**src/rtl/cacl_pkg.sv**
```systemverilog
// ----------------------------------------------------------------------------
// cacl_pkg
// Types and constants shared by the connection ACL classifier modules.
// ----------------------------------------------------------------------------
package cacl_pkg;

   localparam logic [2:0] CMD_CHECK      = 3'd0;
   localparam logic [2:0] CMD_WR_RULE    = 3'd1;
   localparam logic [2:0] CMD_CLR_RULE   = 3'd2;
   localparam logic [2:0] CMD_WR_POLICY  = 3'd3;
   localparam logic [2:0] CMD_CLR_POLICY = 3'd4;

   localparam logic [3:0]  STYPE_STREAM   = 4'd1;
   localparam logic [3:0]  STYPE_DATAGRAM = 4'd2;
   localparam logic [7:0]  PROTO_TCP   = 8'd6;
   localparam logic [7:0]  PROTO_UDP   = 8'd17;
   localparam logic [31:0] PROTO_MAX   = 32'd255;

   localparam logic [1:0] LEVEL_OPEN    = 2'd0;
   localparam logic [1:0] LEVEL_DEFAULT = 2'd1;
   localparam logic [1:0] LEVEL_LOCKED  = 2'd2;

   localparam logic [1:0] CAUSE_NONE     = 2'd0;
   localparam logic [1:0] CAUSE_LOCKED   = 2'd1;
   localparam logic [1:0] CAUSE_DENY_HIT = 2'd2;
   localparam logic [1:0] CAUSE_NO_ALLOW = 2'd3;

   localparam logic [7:0] PLEN_V4 = 8'd32;
   localparam logic [7:0] PLEN_V6 = 8'd128;

   localparam int REQ_DATA_W = 272;
   localparam int RSP_DATA_W = 16;

   typedef struct packed {
      logic [2:0]  command;
      logic [5:0]  slot;
      logic [63:0] group_id;
      logic        is_ipv6;
      logic [31:0] sock_protocol;
      logic [3:0]  sock_type;
      logic [15:0] port;
      logic [63:0] addr_high;
      logic [63:0] addr_low;
      logic [7:0]  prefix_len;
      logic        rule_is_deny;
      logic [7:0]  policy_value;
   } req_type;

   typedef struct packed {
      logic        allowed;
      logic [1:0]  deny_cause;
      logic [7:0]  effective_protocol;
      logic [1:0]  policy_level;
   } rsp_type;

   typedef struct packed {
      logic [7:0]  prefix_len;
      logic [15:0] port;
      logic [7:0]  protocol;
      logic        is_ipv6;
      logic        deny;
      logic        valid;
   } rule_meta_type;

   typedef struct packed {
      logic [63:0] group_id;
      logic [63:0] addr_high;
      logic [63:0] addr_low;
   } rule_data_type;

   typedef struct packed {
      logic [1:0] level;
      logic       valid;
   } policy_entry_type;

   typedef struct packed {
      logic load;
      logic sweep_wr;
      logic exec_wr;
      logic idx_clear;
      logic idx_inc;
      logic pol_rd;
      logic rule_rd;
      logic out_load;
   } ctl_type;

   typedef struct packed {
      logic in_is_check;
      logic sweep_last;
      logic pol_last;
      logic rule_last;
   } sts_type;

endpackage

```
**src/rtl/cacl_ctrl.sv**
```systemverilog
// ----------------------------------------------------------------------------
// cacl_ctrl
// Controller: clearing sweep, command sequencing, scans and result handoff.
// ----------------------------------------------------------------------------
module cacl_ctrl (
   input  logic              clock,
   input  logic              reset,
   input  logic              req_tvalid,
   output logic              req_tready,
   output logic              rsp_tvalid,
   input  logic              rsp_tready,
   input  cacl_pkg::sts_type sts,
   output cacl_pkg::ctl_type ctl
);

   typedef enum logic [2:0] {
      ST_CLEAR,
      ST_IDLE,
      ST_EXEC,
      ST_POL_SCAN,
      ST_RULE_SCAN,
      ST_RULE_WAIT,
      ST_RESPOND
   } state_type;

   state_type state_ff, state_in;
   logic      rsp_valid_ff;
   logic      out_free;

   assign out_free   = !rsp_valid_ff || rsp_tready;
   assign req_tready = (state_ff == ST_IDLE);
   assign rsp_tvalid = rsp_valid_ff;

   always_comb begin
      ctl      = '0;
      state_in = state_ff;
      case (state_ff)
         ST_CLEAR: begin
            ctl.sweep_wr = 1'b1;
            ctl.idx_inc  = 1'b1;
            if (sts.sweep_last) begin
               ctl.idx_clear = 1'b1;
               state_in      = ST_IDLE;
            end
         end
         ST_IDLE: begin
            if (req_tvalid) begin
               ctl.load      = 1'b1;
               ctl.idx_clear = 1'b1;
               state_in      = sts.in_is_check ? ST_POL_SCAN : ST_EXEC;
            end
         end
         ST_EXEC: begin
            ctl.exec_wr = 1'b1;
            state_in    = ST_RESPOND;
         end
         ST_POL_SCAN: begin
            ctl.pol_rd  = 1'b1;
            ctl.idx_inc = 1'b1;
            if (sts.pol_last) begin
               ctl.idx_clear = 1'b1;
               state_in      = ST_RULE_SCAN;
            end
         end
         ST_RULE_SCAN: begin
            ctl.rule_rd = 1'b1;
            ctl.idx_inc = 1'b1;
            if (sts.rule_last) begin
               ctl.idx_clear = 1'b1;
               state_in      = ST_RULE_WAIT;
            end
         end
         ST_RULE_WAIT: begin
            state_in = ST_RESPOND;
         end
         ST_RESPOND: begin
            if (out_free) begin
               ctl.out_load = 1'b1;
               state_in     = ST_IDLE;
            end
         end
         default: begin
            state_in = ST_IDLE;
         end
      endcase
   end

   always_ff @(posedge clock) begin
      if (reset) begin
         state_ff     <= ST_CLEAR;
         rsp_valid_ff <= 1'b0;
      end else begin
         state_ff <= state_in;
         if (ctl.out_load) begin
            rsp_valid_ff <= 1'b1;
         end else if (rsp_tready) begin
            rsp_valid_ff <= 1'b0;
         end
      end
   end

endmodule

```
**config.mk**
```make
export PLATFORM = sky130hd
export DESIGN_NAME = cacl_ctrl
export DESIGN_NICKNAME = d
export VERILOG_FILES = /design/src/rtl/cacl_pkg.sv /design/src/rtl/cacl_ctrl.sv
export SDC_FILE = /design/constraint.sdc
export NUM_CORES = 1
export LEC_CHECK = 0
export ABC_AREA = 1
export CAP_MARGIN = 20
export CORE_AREA = 2 2 39 41
export CTS_CLUSTER_DIAMETER = 60
export DETAILED_ROUTE_END_ITERATION = 8
export DIE_AREA = 0 0 41 43
export DONT_BUFFER_PORTS = 1
export GPL_TIMING_DRIVEN = 0
export REMOVE_ABC_BUFFERS = 1
export SYNTH_ARGS = -nofsm -noshare
export SYNTH_HDL_FRONTEND = slang
export SYNTH_SLANG_ARGS = --single-unit
```
**constraint.sdc**
```tcl
create_clock -name clock -period 1.5 [get_ports clock]
set_input_delay 0.3 -clock clock [delete_from_list [all_inputs] [get_ports clock]]
set_output_delay 0.3 -clock clock [all_outputs]
set_load 0.02 [all_outputs]
```
### Word-level counts from Yosys, hierarchy flattened

Index checks and enable logic that the tools add are counted.

* word-level logic and storage cells: 42
* memories: 0
* latch bits: 0
* RAM bits: 0
* output and inout bits: 10
* memory bits (read-only): 0
* input port bits: 8
* register bits: 4

* bitwise gates (word level): 0
* $mul: 0
* add/sub/neg operators: 0
* div/mod/pow operators: 0
* $lt $le $gt $ge: 0
* muxes and demuxes: 22
* shift-type cells: 0
* reduce and logical (&&, ||, !) cells: 7
* equal/unequal tests: 11

Operators with widths (number)
* case mux 3 bit (6 select lines): 1
* two-way mux 1 bit: 15
* two-way mux 3 bit: 5
* inequality test 2 bit (second input constant): 5
* == test 3 bit (second input constant): 3
* == test 3 x 2 -> 1 bit (second input constant): 2
* AND reduction 5 bit: 1
* case mux 1 bit (4 select lines): 1
* == test 3 x 1 -> 1 bit (second input constant): 1
* logical NOT 3 bit: 1
* OR reduction 3 bit: 1
* nonzero test 2 bit: 1
* OR reduction 2 bit: 1
* logical NOT 1 bit: 1
* logical OR 1 bit: 1

### Logic depth before layout (Yosys ltp)

Gate-level depths: netlist of the first run.

* depth in word-level cells: 5
* gate-level depth with buffers: 9
* depth with buffers taken out: 8

### Least setup slack after synthesis of the first run

OpenSTA, ideal clock, no wires.

* path type: reg2out
* start: reg state_ff[1]
* end: out ctl[4] (netlist bit)
* setup slack: -0.063 ns
* path buffers: 1
* data required time: 1.200 ns
* arrival time: 1.263 ns
* cell stages (with the launch flop): 7
* cells stage by stage: dfxtp_1 -> buf_6 -> nor2_4 -> inv_2 -> nor2_1 -> nand2_1 -> o2111ai_1

RTL lines
* from (decl): RTL line cacl_ctrl.sv:26 `state_type state_ff, state_in;`
* from (signal assigned): RTL line cacl_ctrl.sv:93 `state_ff <= state_in;`
* to (decl): RTL line cacl_ctrl.sv:13 `output cacl_pkg::ctl_type ctl`

==> results of run 1 <==
sequential cells by signal, indices dropped and copies added (netlist names):
name        cells
rsp_tvalid      1
state_ff        3
metrics by stage:
step                std cells  total power [W]  hold slack [ns]  util [%]
finish                     89         0.001320           0.1361     44.30
global route               89         0.001418           0.1234     44.30
CTS                        84         0.001205           0.1286     41.23
detailed placement         76        0.0008562           0.3774     32.01
global placement           76        0.0008489           0.3743     32.01
floorplan                  60        0.0007796           0.3724         -
layout make-up:
type                            count  area, um2
Clock buffer                        3      22.52
Fill cell                         146      770.7
Inverter                           12      52.55
Multi-Input combinational cell     44      351.6
Sequential cell                     4      91.34
Tap cell                           16      20.02
Timing Repair Buffer               10      75.07
worst paths after layout:
kind	slack [ns]	start	end	cells past startpoint
max	-0.07	state_ff[1]	ctl[4]	4
min	0.14	reset	rsp_tvalid	1
max reg2reg	0.12	state_ff[0]	state_ff[1]	9
min reg2reg	0.69	state_ff[2]	state_ff[2]	3
layer usage:
| metal | GRT usage (%) | vias up |
|---|---|---|
| li1 | - | 208 |
| met1 | 12.86 | 178 |
| met2 | 20.31 | 17 |
| met3 | 3.141 | 0 |
| met4 | 10.00 | 0 |
| met5 | 0 | - |
power breakdown:
part	switching, W	internal, W
Combinational	0.000532	0.000387
Clock	0.0000416	0.0000893
Sequential	0.000110	0.000161
cell usage after synthesis (2+ instances only):
master | count | area [um2]
nand2_2 | 3 | 18.77
inv_2 | 3 | 11.26
nor2_1 | 10 | 37.54
dfxtp_1 | 4 | 80.08
inv_1 | 8 | 30.03
nand2_1 | 9 | 33.78
buf_6 | 3 | 33.78
nand2_4 | 3 | 33.78
nor2_4 | 5 | 56.30
nand3_2 | 3 | 30.03
nor3_1 | 3 | 15.01
o21bai_1 | 2 | 15.01
worst reg2reg max path: cells and delay by family, from the launching register on:
kind | cells | cell delay, ns
buffers and inverters | 3 | 0.43
and+or+nand+nor | 5 | 0.38
DFF | 1 | 0.37
AOI/OAI and AO/OA | 1 | 0.07
cell families after synthesis:
kind of cell	synth area share (%)
XOR/XNOR	1.918
AO/OA/AOI/OAI	8.218
buffers and inverters	17.81
flip-flops	17.53
AND/OR/NAND/NOR	54.52
what timing repair did:
action,in CTS,in global routing
resized for setup,19,3
endpoints found under the hold margin,0,0
pin swaps,3,9
buffers inserted,5,5
endpoints found under the setup margin,8,4
==> results.ini, run 1 <==
[detailed_routing]
wl_met2_um = 542
drc = 0
drtAntennaViolNets = 0
wl_met3_um = 90
highest_layer = met3
wl_met1_um = 391
drt-initial-drc-count = 2
drt-vias-per-instance = 4.528
drt_wl_total_mm = 1.025
vias = 403
dr.pass1.iters = 2
detail_route.wl_per_cell_um = 11.52

[clocking]
clockRootBuffer = clkbuf_4
cts_tree = done
cts.clk_slew.worst_paths_ns = 0.04
htree_levels = 1
cts_buffers = 3
clock-sinks = 4
hold_buffers = 0
clock_latency_ns = 0.23
cts.path.max_buffers = 2

[job]
cap_violations = 0

[timing]
postLayoutSetupSlackWorst_ns = -0.07127
worstMarginPinSlew_ns = 0.3484
rsz0062_at_grt = true
period_needed_ns = 1.571
fin_skew_ns = 0.001732
fin_crit_sh_pct = 104.8
hold_viol = 0
slew_headroom_pct = 76.69
finalMaxSlewViolations = 0
timing.fmax_ghz = 0.6364
tns_ns = -0.08085
setup_violations = 2

[worst_setup_path]
crit_family = flip-flops
worstPathRequired_ns = 1.20
cp_slowest_stage_delay_ns = 0.40
cp-end-kind = output pin
path_buf_inv = 1
cp_max_fo = 6
crit_arrival_ns = 1.27
crit_path_top_delay_cell = dfxtp_4
crit_path_start_kind = flop
crit_chain = nand2_4 -> nor2_4 -> inv_2 -> o2111ai_4
crit_type = flop to output pin

[placed_design]
portBuffers = 0
gp_congestion = 0.7643
dpl_worst_slack_ns = -0.2911
place_area_um2 = 442.9
hpwl_um = 643.2

[layout]
finalInstanceArea_um2 = 613.1
final_common_cell = buf_4
final_cell_mix = buf_4, nor2_1, nor2_4, nand2_1, inv_1
diodes = 0
drive_gt1_share_pct = 63.01
area_growth_syn_to_layout_pct = 34.25
nets = 83

[pwr]
p_per_area_mw_per_mm2 = 2153
irDropWorstVdd_uv = 1037
leakage_nw = 0.2951

[synthesis]
syn_area_um2 = 456.7
netlist_instances = 63
synthDistinctLibCells = 19
synth_edf_count = 0
async_flop_share_pct = 0
ys_ff_latch = 4
synth_warnings = 0
synthFlopType = dfxtp_1
synth-seq-area-share_pct = 17.53
avgSynthCellArea_um2 = 7.249

[floorplan]
die_w_um = 41
die_area_mm2 = 0.001763
initial_core_util_pct = 33.00
pin_count = 18
rows = 14
core-area_mm2 = 0.001384
die_h_um = 43

[min_path]
hp-class = input port to flop

[global_routing]
grt_first_pass_wirelength_mm = 1.462
grt_max_degree = 9
grt_antenna_before_repair = 0
gr-total-overflow = 0
grt_usage_pct = 12.65
grt_pass1_vias = 381

[status]
violations = negative setup slack
status = finished with violations

Power figures use the tool's default switching activity.
==> run 2: changes to the inputs <==
--- a/config.mk
+++ b/config.mk
@@ -12,7 +12,7 @@
 export DETAILED_ROUTE_END_ITERATION = 8
 export DIE_AREA = 0 0 41 43
 export DONT_BUFFER_PORTS = 1
-export GPL_TIMING_DRIVEN = 0
+export GPL_TIMING_DRIVEN = 1
 export REMOVE_ABC_BUFFERS = 1
 export SYNTH_ARGS = -nofsm -noshare
 export SYNTH_HDL_FRONTEND = slang
==> run 2 against run 1 <==
  * The run now ends clean
  * Clock skew decreased by 0.00091 ns
  * Sequential power fell by 17%
  * Global-route usage up 0.088 points
  * Critical path depth rose by 2
  * Setup slack better by 0.078 ns
  * Combinational power grew 4.6%
  * Wire length is 4.1% lower
  * Critical endpoint unchanged
  * Largest power group unchanged
==> results.ini, run 2 (same netlist as run 1, synthesis figures left out) <==
[detailed_routing]
detail_route.wl_per_cell_um = 10.46  ; -9.2%
vias = 416  ; +3.2%
drt_wl_total_um = 983  ; -4.1%
dr.pass1.iters = 4  ; +2
drt-vias-per-instance = 4.426  ; -2.3%
drtAntennaViolNets = 0  ; unchanged
drc = 0  ; unchanged
drt-initial-drc-count = 1  ; -1

[layout]
largest_reg_flops = 3  ; unchanged
final_cell_mix = buf_4, nor2_1, inv_1, nor2_4
nets = 88  ; +6.0%
drive_gt1_share_pct = 64.10  ; +1.1 points
fin_util_pct = 46.29  ; +2.0 points
area_growth_syn_to_layout_pct = 40.27
diodes = 0  ; unchanged
top_register = state_ff
final_common_cell = buf_4
fillers = 155  ; +6.2%

[timing]
rsz0062_at_grt = true
hold_viol = 0  ; unchanged
finalMaxSlewViolations = 0  ; unchanged
timing.fmax_ghz = 0.6696  ; +5.2%
worstMarginPinSlew_ns = 0.2619  ; -0.08650 ns
fin_crit_sh_pct = 99.56  ; -5.2 points
tns_ns = 0  ; +0.08085 ns
setup_violations = 0  ; -2
period_needed_ns = 1.493  ; -0.07780 ns
fin_skew_ns = 0.0008234  ; -0.0009084 ns
holdWs_ns = 0.1392  ; +0.003103 ns
slew_headroom_pct = 82.53  ; +5.8 points

[worst_setup_path]
crit_family = flip-flops
crit_arrival_ns = 1.19  ; -0.08 ns
r2r-end = state_ff[0]
cp_max_fo = 4  ; -2
crit_type = flop to output pin
cp_common_cell = nor2_4
rrSetupSlack_ns = 0.29  ; +0.17 ns
crit_path_top_delay_cell = dfxtp_4
crit_path_start_kind = flop
cp-end-kind = output pin
r2r-start = state_ff[1]
crit_chain = buf_6 -> nor2_4 -> inv_4 -> nor2_4 -> nand2_2 -> o2111ai_4
cp-startpoint = state_ff[0]
path_buf_inv = 2  ; +1
worstPathRequired_ns = 1.20  ; about the same
cp_slowest_stage_delay_ns = 0.35  ; -0.05 ns
cp.depth = 6  ; +2
rr_worst_depth = 9  ; unchanged

[placed_design]
gp_congestion = 0.7244  ; -5.2%
hpwl_um = 769.8  ; +20%
portBuffers = 0  ; unchanged

[floorplan]
rows = 14  ; unchanged
die_area_mm2 = 0.001763  ; unchanged
core-area_mm2 = 0.001384  ; unchanged
initial_core_util_pct = 33.00  ; unchanged
die_w_um = 41  ; unchanged
pin_count = 18  ; unchanged
die_h_um = 43  ; unchanged

[min_path]
hp-class = input port to flop
min_to = rsp_tvalid
min_from = reset
hold_depth = 1  ; unchanged

[clocking]
cts.path.max_buffers = 2  ; unchanged
htree_levels = 1  ; unchanged
clock_latency_ns = 0.23  ; about the same
cts_tree = done
clock-sinks = 4  ; unchanged
clockRootBuffer = clkbuf_4
cts_buffers = 3  ; unchanged
cts.clk_slew.worst_paths_ns = 0.04  ; about the same

[job]
cap_violations = 0  ; unchanged

[pwr]
p_per_area_mw_per_mm2 = 2054  ; -4.6%
irDropWorstVdd_uv = 979.6  ; -5.6%
leakage_nw = 0.3161  ; +7.1%
power_w = 0.001316  ; -0.34%

[status]
status = finished, final reports clean

[global_routing]
grt_max_degree = 9  ; unchanged
gr-total-overflow = 0  ; unchanged
grt_usage_pct = 12.74  ; +0.088 points
grt_antenna_before_repair = 0  ; unchanged
grt_pass1_vias = 385  ; +1.0%
grt_first_pass_wirelength_mm = 1.462  ; unchanged

==> run 2: cell count changes in the layout (fill, tap and decap cells not counted), sizes merged <==
| cell | delta |
|---|---|
| buf | +5 |
==> run 2: what timing repair did <==
item | in CTS | in global routing
endpoints found under the setup margin | 6 | 6
resized for setup | 13 | 6
endpoints found under the hold margin | 0 | 0
hold buffers | 0 | 0
setup buffers | 0 | 2
pin swaps | 1 | 2
==> run 2: worst reg2reg max path, stage by stage, from the launching register on <==
cell and delay, ns:
dfxtp_4 0.36, buf_4 0.14, nor2_4 0.11, inv_2 0.06, nor2_4 0.09, buf_4 0.16, a21oi_2 0.06, nand2_2 0.06
nand2_1 0.04, nor2_1 0.07
==> run 2: how the worst max path moves through the flow <==
| stage | endpoint | slack, ns |
|---|---|---|
| 2_1_floorplan | ctl[4] | -0.14 |
| 3_3_place_gp | ctl[4] | 0.1 |
| 3_5_place_dp | ctl[4] | 0.09 |
| 4_1_cts | ctl[4] | -0.02 |
| 5_1_grt | ctl[4] | -0.07 |
| 6_report | ctl[4] | 0.007 |
==> run 2: per-layer routing <==
metal | GRT usage (%) | routed length (um)
met1 | 14.42 | 387
met2 | 18.44 | 498
met3 | 4.188 | 97
met4 | 10.00 | 0
met5 | 0 | 0
==> run 2: power by group <==
part,switching (W),internal [W]
Sequential,0.0000648,0.000160
Combinational,0.000554,0.000408
Clock,0.0000402,0.0000892
Total,0.000659,0.000657
==> run 2: area by class of cell <==
class                      instances  area [um2]  share of cell area [%]
clock buffer                       3       22.52                   3.516
multi-input combinational         44       340.3                   53.12
tap                               16       20.02                   3.125
timing repair buffer              15       116.4                   18.16
inverter                          12       50.05                   7.813
sequential                         4       91.34                   14.26
==> run 2: stage by stage <==
| step | area (um2) | std cells | setup slack [ns] |
|---|---|---|---|
| 5_1_grt | 640.6 | 94 | -0.06918 |
| 3_5_place_dp | 540.5 | 89 | 0.09068 |
| 3_3_place_gp | 540.5 | 89 | 0.09504 |
| 6_report | 640.6 | 94 | 0.006529 |
| 2_1_floorplan | 422.9 | 60 | -0.1433 |
| 4_1_cts | 603.1 | 92 | -0.02069 |
==> run 3: changes to the inputs <==
--- a/config.mk
+++ b/config.mk
@@ -13,6 +13,7 @@
 export DIE_AREA = 0 0 41 43
 export DONT_BUFFER_PORTS = 1
 export GPL_TIMING_DRIVEN = 1
+export PLACE_DENSITY = 0.59
 export REMOVE_ABC_BUFFERS = 1
 export SYNTH_ARGS = -nofsm -noshare
 export SYNTH_HDL_FRONTEND = slang
==> run 3 against run 2 <==
  * Setup slack better by 0.013 ns
  * Sequential power up 4%
  * Combinational power up 1%
  * Register-to-register slack worse by 0.05 ns
  * Critical path depth down 1
  * Critical path type unchanged
==> results.ini, run 3 (same netlist as run 1, synthesis figures left out) <==
[global_routing]
grt_antenna_before_repair = 0  ; unchanged
grt_first_pass_wirelength_mm = 1.428  ; -2.3%
grt_max_degree = 9  ; unchanged
grt_usage_pct = 11.96  ; -0.78 points
gr-total-overflow = 0  ; unchanged
grt_pass1_vias = 375  ; -2.6%

[placed_design]
hpwl_um = 758.2  ; -1.5%
gp_congestion = 0.7343  ; +1.4%
dpl_worst_slack_ns = 0.05261  ; -0.03808 ns
portBuffers = 0  ; unchanged
dp_cells = 89  ; unchanged

[detailed_routing]
drt_wl_total_um = 954  ; -3.0%
wl_met3_um = 81  ; -16%
drtAntennaViolNets = 0  ; unchanged
vias = 422  ; +1.4%
drt-vias-per-instance = 4.442  ; +0.37%
wl_met2_um = 495  ; -0.60%
drt-initial-drc-count = 2  ; +1
detail_route.wl_per_cell_um = 10.04  ; -4.0%
wl_met1_um = 378  ; -2.3%
drc = 0  ; unchanged
highest_layer = met3
dr.pass1.iters = 2  ; -2

[timing]
timing.fmax_ghz = 0.6756  ; +0.90%
rsz0062_at_grt = true
fin_skew_ns = 0.002838  ; +0.002015 ns
fin_crit_sh_pct = 98.68  ; -0.89 points
postLayoutSetupSlackWorst_ns = 0.01981  ; +0.01328 ns
setup_violations = 0  ; unchanged
worstMarginPinSlew_ns = 0.2722  ; +0.01031 ns
hold_viol = 0  ; unchanged
slew_headroom_pct = 81.84  ; -0.69 points
period_needed_ns = 1.480  ; -0.01328 ns
finalMaxSlewViolations = 0  ; unchanged
tns_ns = 0  ; unchanged

[clocking]
clock_latency_ns = 0.23  ; about the same
clock-sinks = 4  ; unchanged
htree_levels = 1  ; unchanged
cts_buffers = 3  ; unchanged
clockRootBuffer = clkbuf_4
cts_tree = done
cts.clk_slew.worst_paths_ns = 0.04  ; about the same
cts.path.max_buffers = 2  ; unchanged

[floorplan]
die_h_um = 43  ; unchanged
die_area_mm2 = 0.001763  ; unchanged
die_w_um = 41  ; unchanged
pin_count = 18  ; unchanged
core-area_mm2 = 0.001384  ; unchanged
rows = 14  ; unchanged
initial_core_util_pct = 33.00  ; unchanged

[layout]
top_register = state_ff
final_common_cell = buf_4
multi_input_area_um2 = 340.3  ; unchanged
ff_latch_area_um2 = 91.34  ; unchanged
largest_reg_flops = 3  ; unchanged
fillers = 140  ; -9.7%
nets = 89  ; +1.1%
final_cell_mix = buf_4, nor2_1, inv_1, nor2_4, nand2_1
diodes = 0  ; unchanged
drive_gt1_share_pct = 63.29  ; -0.81 points
area_growth_syn_to_layout_pct = 42.47
instances_no_fill = 95  ; +1.1%

[pwr]
p_per_area_mw_per_mm2 = 2057  ; +0.16%
irDropWorstVdd_uv = 749.8  ; -23%
leakage_nw = 0.3273  ; +3.6%

[status]
status = finished, final reports clean

[worst_setup_path]
crit_arrival_ns = 1.18  ; about the same
crit_path_start_kind = flop
crit_type = flop to output pin
cp-end-kind = output pin
cp_max_fo = 5  ; +1
worstPathRequired_ns = 1.20  ; about the same

[min_path]
hp-class = input port to flop

[job]
cap_violations = 0  ; unchanged

-- run 3: cell count changes in the layout (fill, tap and decap cells not counted) --
cell / previous run / this run
nand2_4: 3 / 4
inv_4: 2 / 3
nand2_2: 6 / 5
buf_4: 14 / 15
nor3_1: 2 / 3
nor3_2: 1 / 0
inv_2: 3 / 2
-- run 3: final cells by class --
type	count	share of cell area [%]
flip-flops and latches	4	14.04
inverters	12	8.077
repair buffers	16	19.04
clock buffers	3	3.462
well taps	16	3.077
multi-input cells	44	52.31
-- run 3: routing by layer --
layer / vias up / track usage [%]
li1: 226 / -
met1: 178 / 13.23
met2: 18 / 20.63
met3: 0 / 3.141
met4: 0 / 4.000
met5: - / 0
-- run 3: worst max-delay path, cell delays in order (launching register included) --
cell,delay (ns)
dfxtp_4,0.37
buf_4,0.12
nand2_4,0.05
nor2_4,0.07
inv_1,0.08
o2111ai_4,0.27
-- run 3: power breakdown --
group          internal [W]  switching (W)
clock network     0.0000894      0.0000418
logic              0.000427       0.000547
registers          0.000160      0.0000742
-- run 3: stage by stage --
stage / hold WS [ns] / instance area, um2 / total power, W / util, %
global route: 0.1268 / 650.6 / 0.001448 / 47.02
detailed placement: 0.3791 / 540.5 / 0.001031 / 39.06
floorplan: 0.3724 / 422.9 / 0.0007796 / -
global placement: 0.3739 / 540.5 / 0.001028 / 39.06
finish: 0.1388 / 650.6 / 0.001338 / 47.02
CTS: 0.1339 / 625.6 / 0.001292 / 45.21
-- run 3: timing repair --
| action | 4_1_cts | 5_1_grt |
|---|---|---|
| endpoints found under the setup margin | 6 | 3 |
| gates resized for setup | 13 | 7 |
| hold buffers | 0 | 0 |
| endpoints found under the hold margin | 0 | 0 |
| buffers inserted | 3 | 0 |
| pin swaps | 4 | 1 |
| cloned | 0 | 0 |
-- run 3: final timing paths --
kind | start | slack (ns) | endpoint | cells after the start
max reg2reg | state_ff[1] | 0.24 | state_ff[0] | 10
max | state_ff[1] | 0.02 | ctl[4] | 5
min | reset | 0.14 | rsp_tvalid | 1
min reg2reg | rsp_tvalid | 0.60 | rsp_tvalid | 4
